==> src/sv/arp_cache_resolver_responder_top_macros.svh <==
// Assertion macros for the ARP cache resolver and responder.
// Used by the top level only; expects clk and arst_n in scope.
`ifndef ARP_CACHE_RESOLVER_RESPONDER_TOP_MACROS_SVH
`define ARP_CACHE_RESOLVER_RESPONDER_TOP_MACROS_SVH

// Condition a implies condition c in the same cycle.
`define ARPCR_ASSERT_NOW(label, a, c, msg) \
	label: assert property (@(posedge clk) disable iff (!arst_n) (a) |-> (c)) \
		else $error(msg);

// Condition a implies condition c in the next cycle.
`define ARPCR_ASSERT_NEXT(label, a, c, msg) \
	label: assert property (@(posedge clk) disable iff (!arst_n) (a) |=> (c)) \
		else $error(msg);

`endif

==> src/sv/arpcr_pkg.sv <==
// Shared types and constants of the ARP cache resolver and responder.
// Used by arpcr_cell and arp_cache_resolver_responder_top; no dependencies.
`default_nettype none

package arpcr_pkg;

	localparam logic [1:0]  ARP_OP_REQUEST = 2'd1;
	localparam logic [1:0]  ARP_OP_REPLY   = 2'd2;
	localparam logic [15:0] RX_OP_REQUEST  = 16'h0001;
	localparam logic [47:0] MAC_BCAST      = 48'hFFFF_FFFF_FFFF;
	localparam logic [47:0] MAC_ZERO       = 48'h0;

	localparam logic        REG_OWN_IP  = 1'b0;
	localparam logic        REG_OWN_MAC = 1'b1;

	// Search token that walks the cell chain, one cell per cycle.
	typedef struct packed {
		logic        valid;
		logic [31:0] key;
		logic        found;
		logic [47:0] mac;
		logic        cmpl;
	} token_t;

	// Write command broadcast to all cells when an item commits.
	typedef struct packed {
		logic        upd;
		logic        app;
		logic [31:0] ip;
		logic [47:0] mac;
		logic        cmpl;
	} cmd_t;

endpackage

`default_nettype wire

==> src/sv/arp_cache_resolver_responder_top.sv <==
// ARP cache resolver and responder: a chain of CACHE_ENTRIES cells holds the cache.
// An accepted item's search token passes through the cell registers into a finish register;
// the item then commits into the output register once that is free. A new item is taken only
// after the last one has committed: the token walks the cell chain, one cell per cycle.
// Reset: asynchronous, active low; clears the cache fill count, complete flags,
// configuration registers and control state. No clearing pass is needed.
`default_nettype none

module arp_cache_resolver_responder_top #(
	parameter int CACHE_ENTRIES = 16
) (
	input  wire         clk,
	input  wire         arst_n,
	// Configuration port.
	input  wire         psel,
	input  wire         penable,
	input  wire         pwrite,
	input  wire  [3:0]  paddr,
	input  wire  [63:0] pwdata,
	output logic [63:0] prdata,
	output logic        pready,
	// Input channel.
	input  wire         in_valid,
	output logic        in_stall,
	input  wire         op,
	input  wire  [31:0] query_ip,
	input  wire  [15:0] frame_opcode,
	input  wire  [47:0] frame_sender_mac,
	input  wire  [31:0] frame_sender_ip,
	input  wire  [31:0] frame_target_ip,
	// Output channel.
	output logic        out_valid,
	input  wire         out_stall,
	output logic [1:0]  out_opcode,
	output logic [47:0] eth_dst_mac,
	output logic [47:0] out_sender_mac,
	output logic [31:0] out_sender_ip,
	output logic [47:0] out_target_mac,
	output logic [31:0] out_target_ip,
	output logic        cache_hit,
	output logic        table_full
);
	import arpcr_pkg::*;

	localparam int N  = CACHE_ENTRIES;
	localparam int FW = $clog2(N + 1);

	typedef enum logic [1:0] {ST_IDLE, ST_SCAN, ST_FINISH} state_t;

	state_t      state_q;
	logic [31:0] own_ip_q;
	logic [47:0] own_mac_q;
	logic [FW-1:0] fill_q;

	// Fields of the item under way, held from acceptance to commit.
	logic        op_q;
	logic [15:0] fop_q;
	logic [47:0] smac_q;
	logic [31:0] sip_q;
	logic [31:0] tip_q;

	token_t      tok [0:N];
	token_t      fin_q;
	logic [N-1:0] hit_vec;
	cmd_t        cmd;

	logic        accept;
	logic        cfg_wr;
	logic        out_free;
	logic        commit;
	logic        room;

	// Result of the commit, loaded into the output register.
	logic        res_en;
	logic [1:0]  res_opcode;
	logic [47:0] res_dst;
	logic [47:0] res_tmac;
	logic [31:0] res_tip;
	logic        res_hit;
	logic        res_full;

	// The configuration registers sit at byte addresses 0 and 8; only the
	// address bit that selects between them is decoded.
	assign pready = 1'b1;
	assign cfg_wr = psel && penable && pwrite && pready;

	always_comb begin
		case (paddr[3])
			REG_OWN_IP:  prdata = {32'h0, own_ip_q};
			REG_OWN_MAC: prdata = {16'h0, own_mac_q};
			default:     prdata = 64'h0;
		endcase
	end

	always_ff @(posedge clk or negedge arst_n) begin
		if (!arst_n) begin
			own_ip_q  <= 32'h0;
			own_mac_q <= 48'h0;
		end else if (cfg_wr) begin
			case (paddr[3])
				REG_OWN_IP:  own_ip_q  <= pwdata[31:0];
				REG_OWN_MAC: own_mac_q <= pwdata[47:0];
				default:     own_ip_q  <= own_ip_q;
			endcase
		end
	end

	// One item at a time: a new item is taken only while no search runs or waits to commit.
	// A finished result may still wait in the output register meanwhile.
	assign in_stall = (state_q != ST_IDLE);
	assign accept   = in_valid && !in_stall;

	// The search token enters the first cell in the cycle the item is taken.
	// A resolve item looks up the query IP, a frame its sender IP.
	always_comb begin
		tok[0].valid = accept;
		tok[0].key   = op ? frame_sender_ip : query_ip;
		tok[0].found = 1'b0;
		tok[0].mac   = MAC_ZERO;
		tok[0].cmpl  = 1'b0;
	end

	for (genvar g = 0; g < N; g++) begin : g_cell
		arpcr_cell #(
			.INDEX (g),
			.FW    (FW)
		) u_cell (
			.clk    (clk),
			.arst_n (arst_n),
			.fill   (fill_q),
			.tin    (tok[g]),
			.tout   (tok[g+1]),
			.cmd    (cmd),
			.hit    (hit_vec[g])
		);
	end

	always_ff @(posedge clk) begin
		if (accept) begin
			op_q   <= op;
			fop_q  <= frame_opcode;
			smac_q <= frame_sender_mac;
			sip_q  <= frame_sender_ip;
			tip_q  <= frame_target_ip;
		end
		if (tok[N].valid) begin
			fin_q <= tok[N];
		end
	end

	// The item commits once the token has left the chain and the output
	// register is free or being emptied in this cycle.
	assign out_free = !out_valid || !out_stall;
	assign commit   = (state_q == ST_FINISH) && out_free;
	assign room     = fill_q < FW'(N);

	always_comb begin
		cmd        = '0;
		res_en     = 1'b0;
		res_opcode = ARP_OP_REQUEST;
		res_dst    = MAC_BCAST;
		res_tmac   = MAC_ZERO;
		res_tip    = sip_q;
		res_hit    = 1'b0;
		res_full   = 1'b0;
		if (!op_q) begin
			// Resolve: a complete entry gives a unicast request, anything
			// else a broadcast and, for an unknown IP, an incomplete entry if there is room.
			res_en  = 1'b1;
			res_tip = fin_q.key;
			res_hit = fin_q.found && fin_q.cmpl;
			if (res_hit) begin
				res_dst  = fin_q.mac;
				res_tmac = fin_q.mac;
			end
			if (!fin_q.found) begin
				if (room) begin
					cmd.app = 1'b1;
				end else begin
					res_full = 1'b1;
				end
			end
			cmd.ip   = fin_q.key;
			cmd.mac  = MAC_ZERO;
			cmd.cmpl = 1'b0;
		end else if (tip_q == own_ip_q) begin
			// A frame for us completes the sender's entry; a request also
			// adds the sender when it is unknown and there is room, and is answered.
			cmd.upd  = fin_q.found;
			cmd.ip   = sip_q;
			cmd.mac  = smac_q;
			cmd.cmpl = 1'b1;
			if (fop_q == RX_OP_REQUEST) begin
				res_en     = 1'b1;
				res_opcode = ARP_OP_REPLY;
				res_dst    = smac_q;
				res_tmac   = smac_q;
				if (!fin_q.found) begin
					if (room) begin
						cmd.app = 1'b1;
					end else begin
						res_full = 1'b1;
					end
				end
			end
		end
		if (!commit) begin
			cmd.upd = 1'b0;
			cmd.app = 1'b0;
			res_en  = 1'b0;
		end
	end

	always_ff @(posedge clk or negedge arst_n) begin
		if (!arst_n) begin
			state_q   <= ST_IDLE;
			fill_q    <= '0;
			out_valid <= 1'b0;
		end else begin
			case (state_q)
				ST_IDLE: begin
					if (accept) begin
						state_q <= ST_SCAN;
					end
				end
				ST_SCAN: begin
					if (tok[N].valid) begin
						state_q <= ST_FINISH;
					end
				end
				ST_FINISH: begin
					if (commit) begin
						state_q <= ST_IDLE;
					end
				end
				default: state_q <= ST_IDLE;
			endcase
			if (cmd.app) begin
				fill_q <= fill_q + 1'b1;
			end
			if (res_en) begin
				out_valid <= 1'b1;
			end else if (!out_stall) begin
				out_valid <= 1'b0;
			end
		end
	end

	// The sender fields always carry our own addresses at commit time.
	always_ff @(posedge clk) begin
		if (res_en) begin
			out_opcode     <= res_opcode;
			eth_dst_mac    <= res_dst;
			out_sender_mac <= own_mac_q;
			out_sender_ip  <= own_ip_q;
			out_target_mac <= res_tmac;
			out_target_ip  <= res_tip;
			cache_hit      <= res_hit;
			table_full     <= res_full;
		end
	end

`include "arp_cache_resolver_responder_top_macros.svh"

	`ARPCR_ASSERT_NEXT(a_accept_starts_scan, accept, state_q == ST_SCAN, "accept without scan")
	`ARPCR_ASSERT_NOW(a_token_exit_in_scan, tok[N].valid, state_q == ST_SCAN, "stray token")
	`ARPCR_ASSERT_NOW(a_fill_bound, 1'b1, fill_q <= FW'(N), "fill count beyond cache size")
	`ARPCR_ASSERT_NOW(a_single_hit, state_q == ST_FINISH, $onehot0(hit_vec), "several cells hit")
	`ARPCR_ASSERT_NOW(a_hit_found, state_q == ST_FINISH, fin_q.found == (|hit_vec), "hit mismatch")

endmodule

`default_nettype wire

==> src/sv/arpcr_cell.sv <==
// One cache entry of the ARP cache chain, with its stage of the search token.
// Depends on arpcr_pkg.
`default_nettype none

module arpcr_cell #(
	parameter int INDEX = 0,
	parameter int FW    = 5
) (
	input  wire                      clk,
	input  wire                      arst_n,
	input  wire [FW-1:0]             fill,
	input  wire arpcr_pkg::token_t   tin,
	output arpcr_pkg::token_t        tout,
	input  wire arpcr_pkg::cmd_t     cmd,
	output logic                     hit
);
	import arpcr_pkg::*;

	logic [31:0] ip_q;
	logic [47:0] mac_q;
	logic        cmpl_q;
	logic        hit_q;
	token_t      tok_q;
	logic        used;
	logic        match;
	logic        is_tail;

	assign used    = FW'(INDEX) < fill;
	assign is_tail = FW'(INDEX) == fill;
	assign match   = tin.valid && !tin.found && used && (ip_q == tin.key);

	// Only the first matching cell takes the token's hit.
	always_ff @(posedge clk or negedge arst_n) begin
		if (!arst_n) begin
			tok_q <= '0;
			hit_q <= 1'b0;
		end else begin
			tok_q.valid <= tin.valid;
			tok_q.key   <= tin.key;
			tok_q.found <= tin.found || match;
			tok_q.mac   <= match ? mac_q : tin.mac;
			tok_q.cmpl  <= match ? cmpl_q : tin.cmpl;
			if (tin.valid) begin
				hit_q <= match;
			end
		end
	end

	always_ff @(posedge clk or negedge arst_n) begin
		if (!arst_n) begin
			cmpl_q <= 1'b0;
		end else if (cmd.upd && hit_q) begin
			cmpl_q <= 1'b1;
		end else if (cmd.app && is_tail) begin
			cmpl_q <= cmd.cmpl;
		end
	end

	always_ff @(posedge clk) begin
		if (cmd.upd && hit_q) begin
			mac_q <= cmd.mac;
		end else if (cmd.app && is_tail) begin
			ip_q  <= cmd.ip;
			mac_q <= cmd.mac;
		end
	end

	assign tout = tok_q;
	assign hit  = hit_q;

endmodule

`default_nettype wire
==> config.mk <==
export PLATFORM = sky130hd
export DESIGN_NAME = arp_cache_resolver_responder_top
export DESIGN_NICKNAME = d
export VERILOG_FILES = /design/src/sv/arpcr_pkg.sv /design/src/sv/arp_cache_resolver_responder_top.sv /design/src/sv/arpcr_cell.sv
export VERILOG_INCLUDE_DIRS = /design/src /design/src/sv
export SDC_FILE = /design/constraint.sdc
export NUM_CORES = 2
export LEC_CHECK = 0
export BUFFER_PORTS_ARGS = -buffer_cell sky130_fd_sc_hd__buf_2
export CAP_MARGIN = 10
export CORE_MARGIN = 3
export CORE_UTILIZATION = 60
export CTS_CLUSTER_DIAMETER = 150
export CTS_CLUSTER_SIZE = 8
export DETAILED_ROUTE_END_ITERATION = 8
export PLACE_DENSITY = 0.77
export SLEW_MARGIN = 20
export SYNTH_ARGS = -nofsm -noshare
export SYNTH_HDL_FRONTEND = slang
export SYNTH_SLANG_ARGS = --single-unit
export TNS_END_PERCENT = 1
==> constraint.sdc <==
create_clock -name clk -period 15.3 [get_ports clk]
set_input_delay 4.59 -clock clk [delete_from_list [all_inputs] [get_ports clk]]
set_output_delay 4.59 -clock clk [all_outputs]
set_load 0.01 [all_outputs]
## Word level (Yosys, flattened, before mapping)

Index checks and enable logic that the tools add are counted.

| operators by class | value |
|---|---|
| muxes and demuxes | 130 |
| bitwise logic cells | 17 |
| reductions and logical operators | 157 |
| $add $sub $neg | 1 |
| $lt $le $gt $ge | 17 |
| equal/unequal tests | 39 |

Operators with widths:

| kind | number |
|---|---|
| 2-to-1 mux 48 bit | 56 |
| == test 32 bit | 17 |
| one-hot mux 64 bit (2 select lines) | 1 |
| logical AND 1 bit | 84 |
| 2-to-1 mux 83 bit | 1 |
| 2-to-1 mux 82 bit | 1 |
| 2-to-1 mux 32 bit | 2 |
| 2-to-1 mux 1 bit | 63 |
| == test 4 x 5 -> 1 bit (first input constant) | 8 |
| < comparator 4 x 5 -> 1 bit (first input constant) | 8 |
| AND reduction 2 bit | 19 |
| nonzero test 2 bit | 17 |
| == test 3 x 5 -> 1 bit (first input constant) | 4 |
| < comparator 3 x 5 -> 1 bit (first input constant) | 4 |
| zero test 1 bit | 18 |
| inverter 1 bit | 17 |
| == test 16 x 1 -> 1 bit (second input constant) | 1 |
| logical OR 1 bit | 16 |
| == test 2 x 5 -> 1 bit (first input constant) | 2 |
| < comparator 1 x 5 -> 1 bit (first input constant) | 2 |
| < comparator 2 x 5 -> 1 bit (first input constant) | 2 |
| 2-to-1 mux 2 bit | 5 |
| one-hot mux 2 bit (3 select lines) | 1 |
| adder 5 x 1 -> 5 bit (second input constant) | 1 |
| other kinds (9) | 11 |

| word-level totals | value |
|---|---|
| word-level logic and storage cells | 527 |
| input bits | 236 |
| output and inout bits | 279 |
| register bits after elaboration | 3,151 |

## Longest topological paths before layout

| depth | value |
|---|---|
| depth in word-level cells | 10 |
| mapped depth | 9 |

## Cells and area by module

From an unflattened synthesis, not the netlist that was laid out.

| second synthesis, totals | value |
|---|---|
| cell total of the unflattened synthesis | 5,486 |
| area total of the unflattened synthesis | 109,761.5 um^2 |

Modules (own cells, without submodules):

| module | sequential area each (um^2) | cells an instance | area an instance (um^2) | times used |
|---|---|---|---|---|
| arp_cache_resolver_responder_top | 14,904.3 | 1,070 | 19,590.0 | 1 |
| arpcr_cell at g_cell[13].u_cell ... | 4,529.3 | 275 | 5,571.6 | 2 |
| arpcr_cell at g_cell[4].u_cell | 4,529.3 | 287 | 5,841.9 | 1 |
| arpcr_cell at g_cell[14].u_cell | 4,529.3 | 280 | 5,761.8 | 1 |
| arpcr_cell at g_cell[10].u_cell | 4,529.3 | 276 | 5,760.5 | 1 |
| arpcr_cell at g_cell[12].u_cell | 4,529.3 | 276 | 5,751.8 | 1 |
| arpcr_cell at g_cell[0].u_cell | 4,529.3 | 275 | 5,741.8 | 1 |
| arpcr_cell at g_cell[2].u_cell | 4,529.3 | 275 | 5,600.4 | 1 |
| arpcr_cell at g_cell[15].u_cell | 4,529.3 | 274 | 5,595.4 | 1 |
| arpcr_cell at g_cell[8].u_cell | 4,529.3 | 277 | 5,577.8 | 1 |
| arpcr_cell at g_cell[6].u_cell | 4,529.3 | 275 | 5,576.6 | 1 |
| arpcr_cell at g_cell[11].u_cell | 4,529.3 | 275 | 5,569.1 | 1 |
| arpcr_cell at g_cell[9].u_cell | 4,529.3 | 274 | 5,565.3 | 1 |
| arpcr_cell at g_cell[1].u_cell | 4,529.3 | 273 | 5,562.8 | 1 |
| 2 more rows | -- | -- | -- | -- |

## Least setup slack after synthesis

OpenSTA, ideal clock, no wires.

| timing | value |
|---|---|
| path kind | input-to-reg |
| start point | in out_stall |
| end point | reg cache_hit, enable pin |
| arrival time | 14.564 ns |
| path slack | -0.075 ns |
| stages | 3 |
| path buffers | 1 |
| cells stage by stage | a21oi_1 > clkbuf_1 > nor2b_1 |

| on the way | value |
|---|---|
| word-level cells in the longest chain between the ends | 4 |

RTL lines:

| what | line | text |
|---|---|---|
| start: declaration | arp_cache_resolver_responder_top.sv:33 | `input wire out_stall,` |
| zero test 1 bit | -- |  |
| logical OR 1 bit | arp_cache_resolver_responder_top.sv:153 | `assign out_free = !out_valid \|\| !out_stall;` |
| logical AND 1 bit | arp_cache_resolver_responder_top.sv:154 | `assign commit = (state_q == ST_FINISH) && out_free;` |
| 2-to-1 mux 1 bit | arp_cache_resolver_responder_top.sv:207 | `if (!commit) begin` |
| named net res_en | arp_cache_resolver_responder_top.sv:74 | `logic res_en;` |
| end signal: assignment | arp_cache_resolver_responder_top.sv:258 | `cache_hit <= res_hit;` |
| end: declaration | arp_cache_resolver_responder_top.sv:40 | `output logic cache_hit,` |

The timed path passes the listed nets, and every way through them passes these cells.
A chain may end at the register's enable or synchronous reset.

## Final worst setup path

| timing | value |
|---|---|
| start point | in paddr[3] |
| end point | out prdata[12] |

| on the way | value |
|---|---|
| word-level cells in the longest chain between the ends | 2 |

RTL lines:

| what | line | text |
|---|---|---|
| start: declaration | arp_cache_resolver_responder_top.sv:18 | `input wire [3:0] paddr,` |
| inverter 1 bit (no line) | -- |  |
| one-hot mux 64 bit (2 select lines) * | arp_cache_resolver_responder_top.sv:88 | `case (paddr[3])` |
| end: declaration | arp_cache_resolver_responder_top.sv:20 | `output logic [63:0] prdata,` |

Every way passes the cells marked *; elsewhere a longest branch is shown, timed or not. The select of a mux whose other input is x is not followed.

==> results.py <==
metrics = {
    "logic_synthesis": {
        "synthArstFlopShare": 0.460,
        "synth_top_flop_cell": "edfxtp_1",
        "ys_warn_count": 0,
        "synth_area_um2": 108000,
        "synthCells": 5468,
        "seq_area_frac_synth": 0.811,
        "synth-edff-count": 1703,
        "synth.distinct_cells": 55,
        "synth_top_area_share": 0.475,
        "synth_area_leaders": "edfxtp_1, dfrtp_1, mux2_2",
        "synthTopCellsByCount": "edfxtp_1, dfrtp_1, mux2_2, xor2_1, xnor2_1",
        "yosysTopAreaCell": "edfxtp_1",
        "syn_area_per_cell_um2": 19.7,
        "ys_seq_elements": 3151,
        "synthMostInstantiatedCell": "edfxtp_1",
    },
    "sta": {
        "rsz0062_at_grt": "false",
        "whs_ps": 333,
        "tightest_slew_ps": 1210,
        "min_period_ps": 10570,
        "slew_violations": 0,
        "fin_crit_sh": 0.691,
        "max_slew_margin": 0.196,
        "tns_ps": 0,
        "hold_violations": 0,
        "finalSetupViolCount": 0,
        "fmax_mhz": 94.6,
        "timing.final.ws_setup_ps": 4730,
        "fin_skew_ps": 83.0,
    },
    "floorplan": {
        "core_um2": 177000,
        "die_w_um": 430,
        "ios": 515,
        "rows": 154,
        "die-area_um2": 185000,
        "die_y_um": 430,
        "start_util": 0.607,
    },
    "power_and_ir_drop": {
        "p_per_area_nw_per_um2": 147,
        "totalPowerFinal_mw": 18.6,
        "vdd_ir_drop_max_mv": 0.113,
        "leakage_nw": 49.9,
    },
    "flow_run": {
        "maxCapViolations": 0,
    },
    "global_routing": {
        "grt_max_degree": 178,
        "grt_pass1_vias": 58600,
        "grt_use_total": 0.297,
        "antenna_found_initial": 37,
        "grt.overflow.total": 0,
        "grt_pass1_wl_um": 397000,
    },
    "cells_and_area": {
        "nFillCells": 10000,
        "synthToLayoutAreaGrowth_pct": 17.2,
        "final_area_um2": 126000,
        "drive_gt1_frac": 0.295,
        "nets": 6584,
    },
    "route": {
        "ant_nets": 0,
        "avgViaCountPerCell": 5.99,
        "vias": 54200,
        "first_iter_violations": 5724,
        "dr.pass1.iters": 5,
        "route.detailed.drc": 0,
        "postRouteWirelength_um": 272000,
        "wl_per_cell_um": 30.1,
    },
    "placed_design": {
        "gp_congestion": 0.892,
        "post-place-ws_ps": 4720,
        "port_buffers": 478,
        "dpl_cell_area_um2": 114000,
        "dp_hpwl_um": 149000,
    },
    "setup_path": {
        "worst_setup_path_start_kind": "input pin",
        "cp-startpoint": "paddr[3]",
        "path_class": "in2out",
        "worstReg2RegStart": "own_ip_q[7]",
        "cp_max_fo": 50,
        "worst_ep_required_time_ps": 10710,
        "arrival_ps": 5980,
        "cp-end-kind": "primary output",
    },
    "worst_hold_path": {
        "min_path_type": "reg2reg",
        "min_from": "g_cell[9].u_cell.tout[59]",
    },
    "cts": {
        "cts.sinks": 3151,
        "cts_hold_buffers": 0,
        "clk_latency_ps": 990,
        "cts_tree": "done",
        "ctsResizeCount": 0,
        "cts_made_buffers": 443,
        "clkTransAtPathRegs_ps": 50,
        "cts_setup_buffers": 0,
        "h-tree-depth": 5,
        "cts-root-buf": "clkbuf_16",
        "cts_buffer_depth": 4,
    },
    "status": {
        "outcome": "finished clean",
    },
}
## flip-flops by register name, summed over array words and instances, names as in the netlist, 32 cells and up
name,flops
g_cell.u_cell.ip_q,512
out_sender_ip,32
tip_q,32
own_ip_q,32
own_mac_q,48
out_target_ip,32
g_cell.u_cell.tout,1328
smac_q,48
sip_q,32
out_sender_mac,48
fin_q,82
out_target_mac,48
eth_dst_mac,48
g_cell.u_cell.mac_q,768
## power by group
part | switching (mW) | internal, mW
clock | 3.44 | 5.46
sequential | 0.186 | 9.09
combinational | 0.232 | 0.170
total | 3.86 | 14.7
## worst max-delay path: stages
cell    delay (ps)
buf_2          800
mux2_2         440
buf_2          140
## worst paths after layout
path | to | slack, ps | cells past startpoint
min reg2reg | g_cell[10].u_cell.tout[59] | 330 | 0
min | g_cell[10].u_cell.tout[59] | 330 | 0
max | prdata[12] | 4730 | 3
max reg2reg | eth_dst_mac[6] | 9560 | 7
min in group asynchronous | g_cell[2].u_cell.tout[67] | 3640 | 1
max in group asynchronous | g_cell[11].u_cell.tout[47] | 8790 | 4
## area by class of cell
class	instances	area, µm²	area share
inverters	36	138	0.00109
clock buffers	785	12600	0.0995
multi-input cells	2130	19800	0.157
repair buffers	583	3290	0.0260
flip-flops and latches	3151	87400	0.692
diodes	16	40.0	0.000317
clock inverters	6	93.8	0.000743
well taps	2340	2930	0.0232
## per-stage QoR
stage	cells	util
4_1_cts	9030	0.712
3_5_place_dp	8239	0.640
2_1_floorplan	5483	-
6_report	9047	0.712
5_1_grt	9043	0.712
3_3_place_gp	8239	0.640
## logic make-up after synthesis
logic type | synth area share
flip-flops | 0.811
multiplexers | 0.0954
XOR/XNOR | 0.0435
AND/OR/NAND/NOR | 0.0245
AO/OA/AOI/OAI | 0.0163
buffers and inverters | 0.00854
adder cells (fa/ha/maj) | 0.000349
other | 0.0000697
## layer usage
layer | vias up | share of wire | GRT usage
li1 | 22000 | - | -
met1 | 28700 | 0.37 | 0.384
met2 | 2930 | 0.50 | 0.488
met3 | 600 | 0.088 | 0.0686
met4 | 4 | 0.042 | 0.133
met5 | - | 0.00010 | 0
## cell usage in the layout (no fill, tap or decap), drive strengths merged, types with 5 or more instances in the layout
| cell type | count |
|---|---|
| buf | 583 |
| o22ai | 5 |
| diode | 16 |
| nand4 | 73 |
| mux2 | 912 |
| a41oi | 6 |
| o21ai | 18 |
| xnor2 | 176 |
| nor4 | 106 |
| or2 | 13 |
| xor2 | 359 |
| edfxtp | 1703 |
| a21oi | 20 |
| nand3 | 30 |
| o22a | 48 |
| conb | 17 |
| a21o | 14 |
| a22o | 80 |
| and2 | 115 |
| nand2 | 24 |
| nor2 | 33 |
| dfrtp | 1448 |
| inv | 39 |
| clkbuf | 785 |
| nor3 | 30 |
Note: power is estimated with default switching activity, not from simulation.
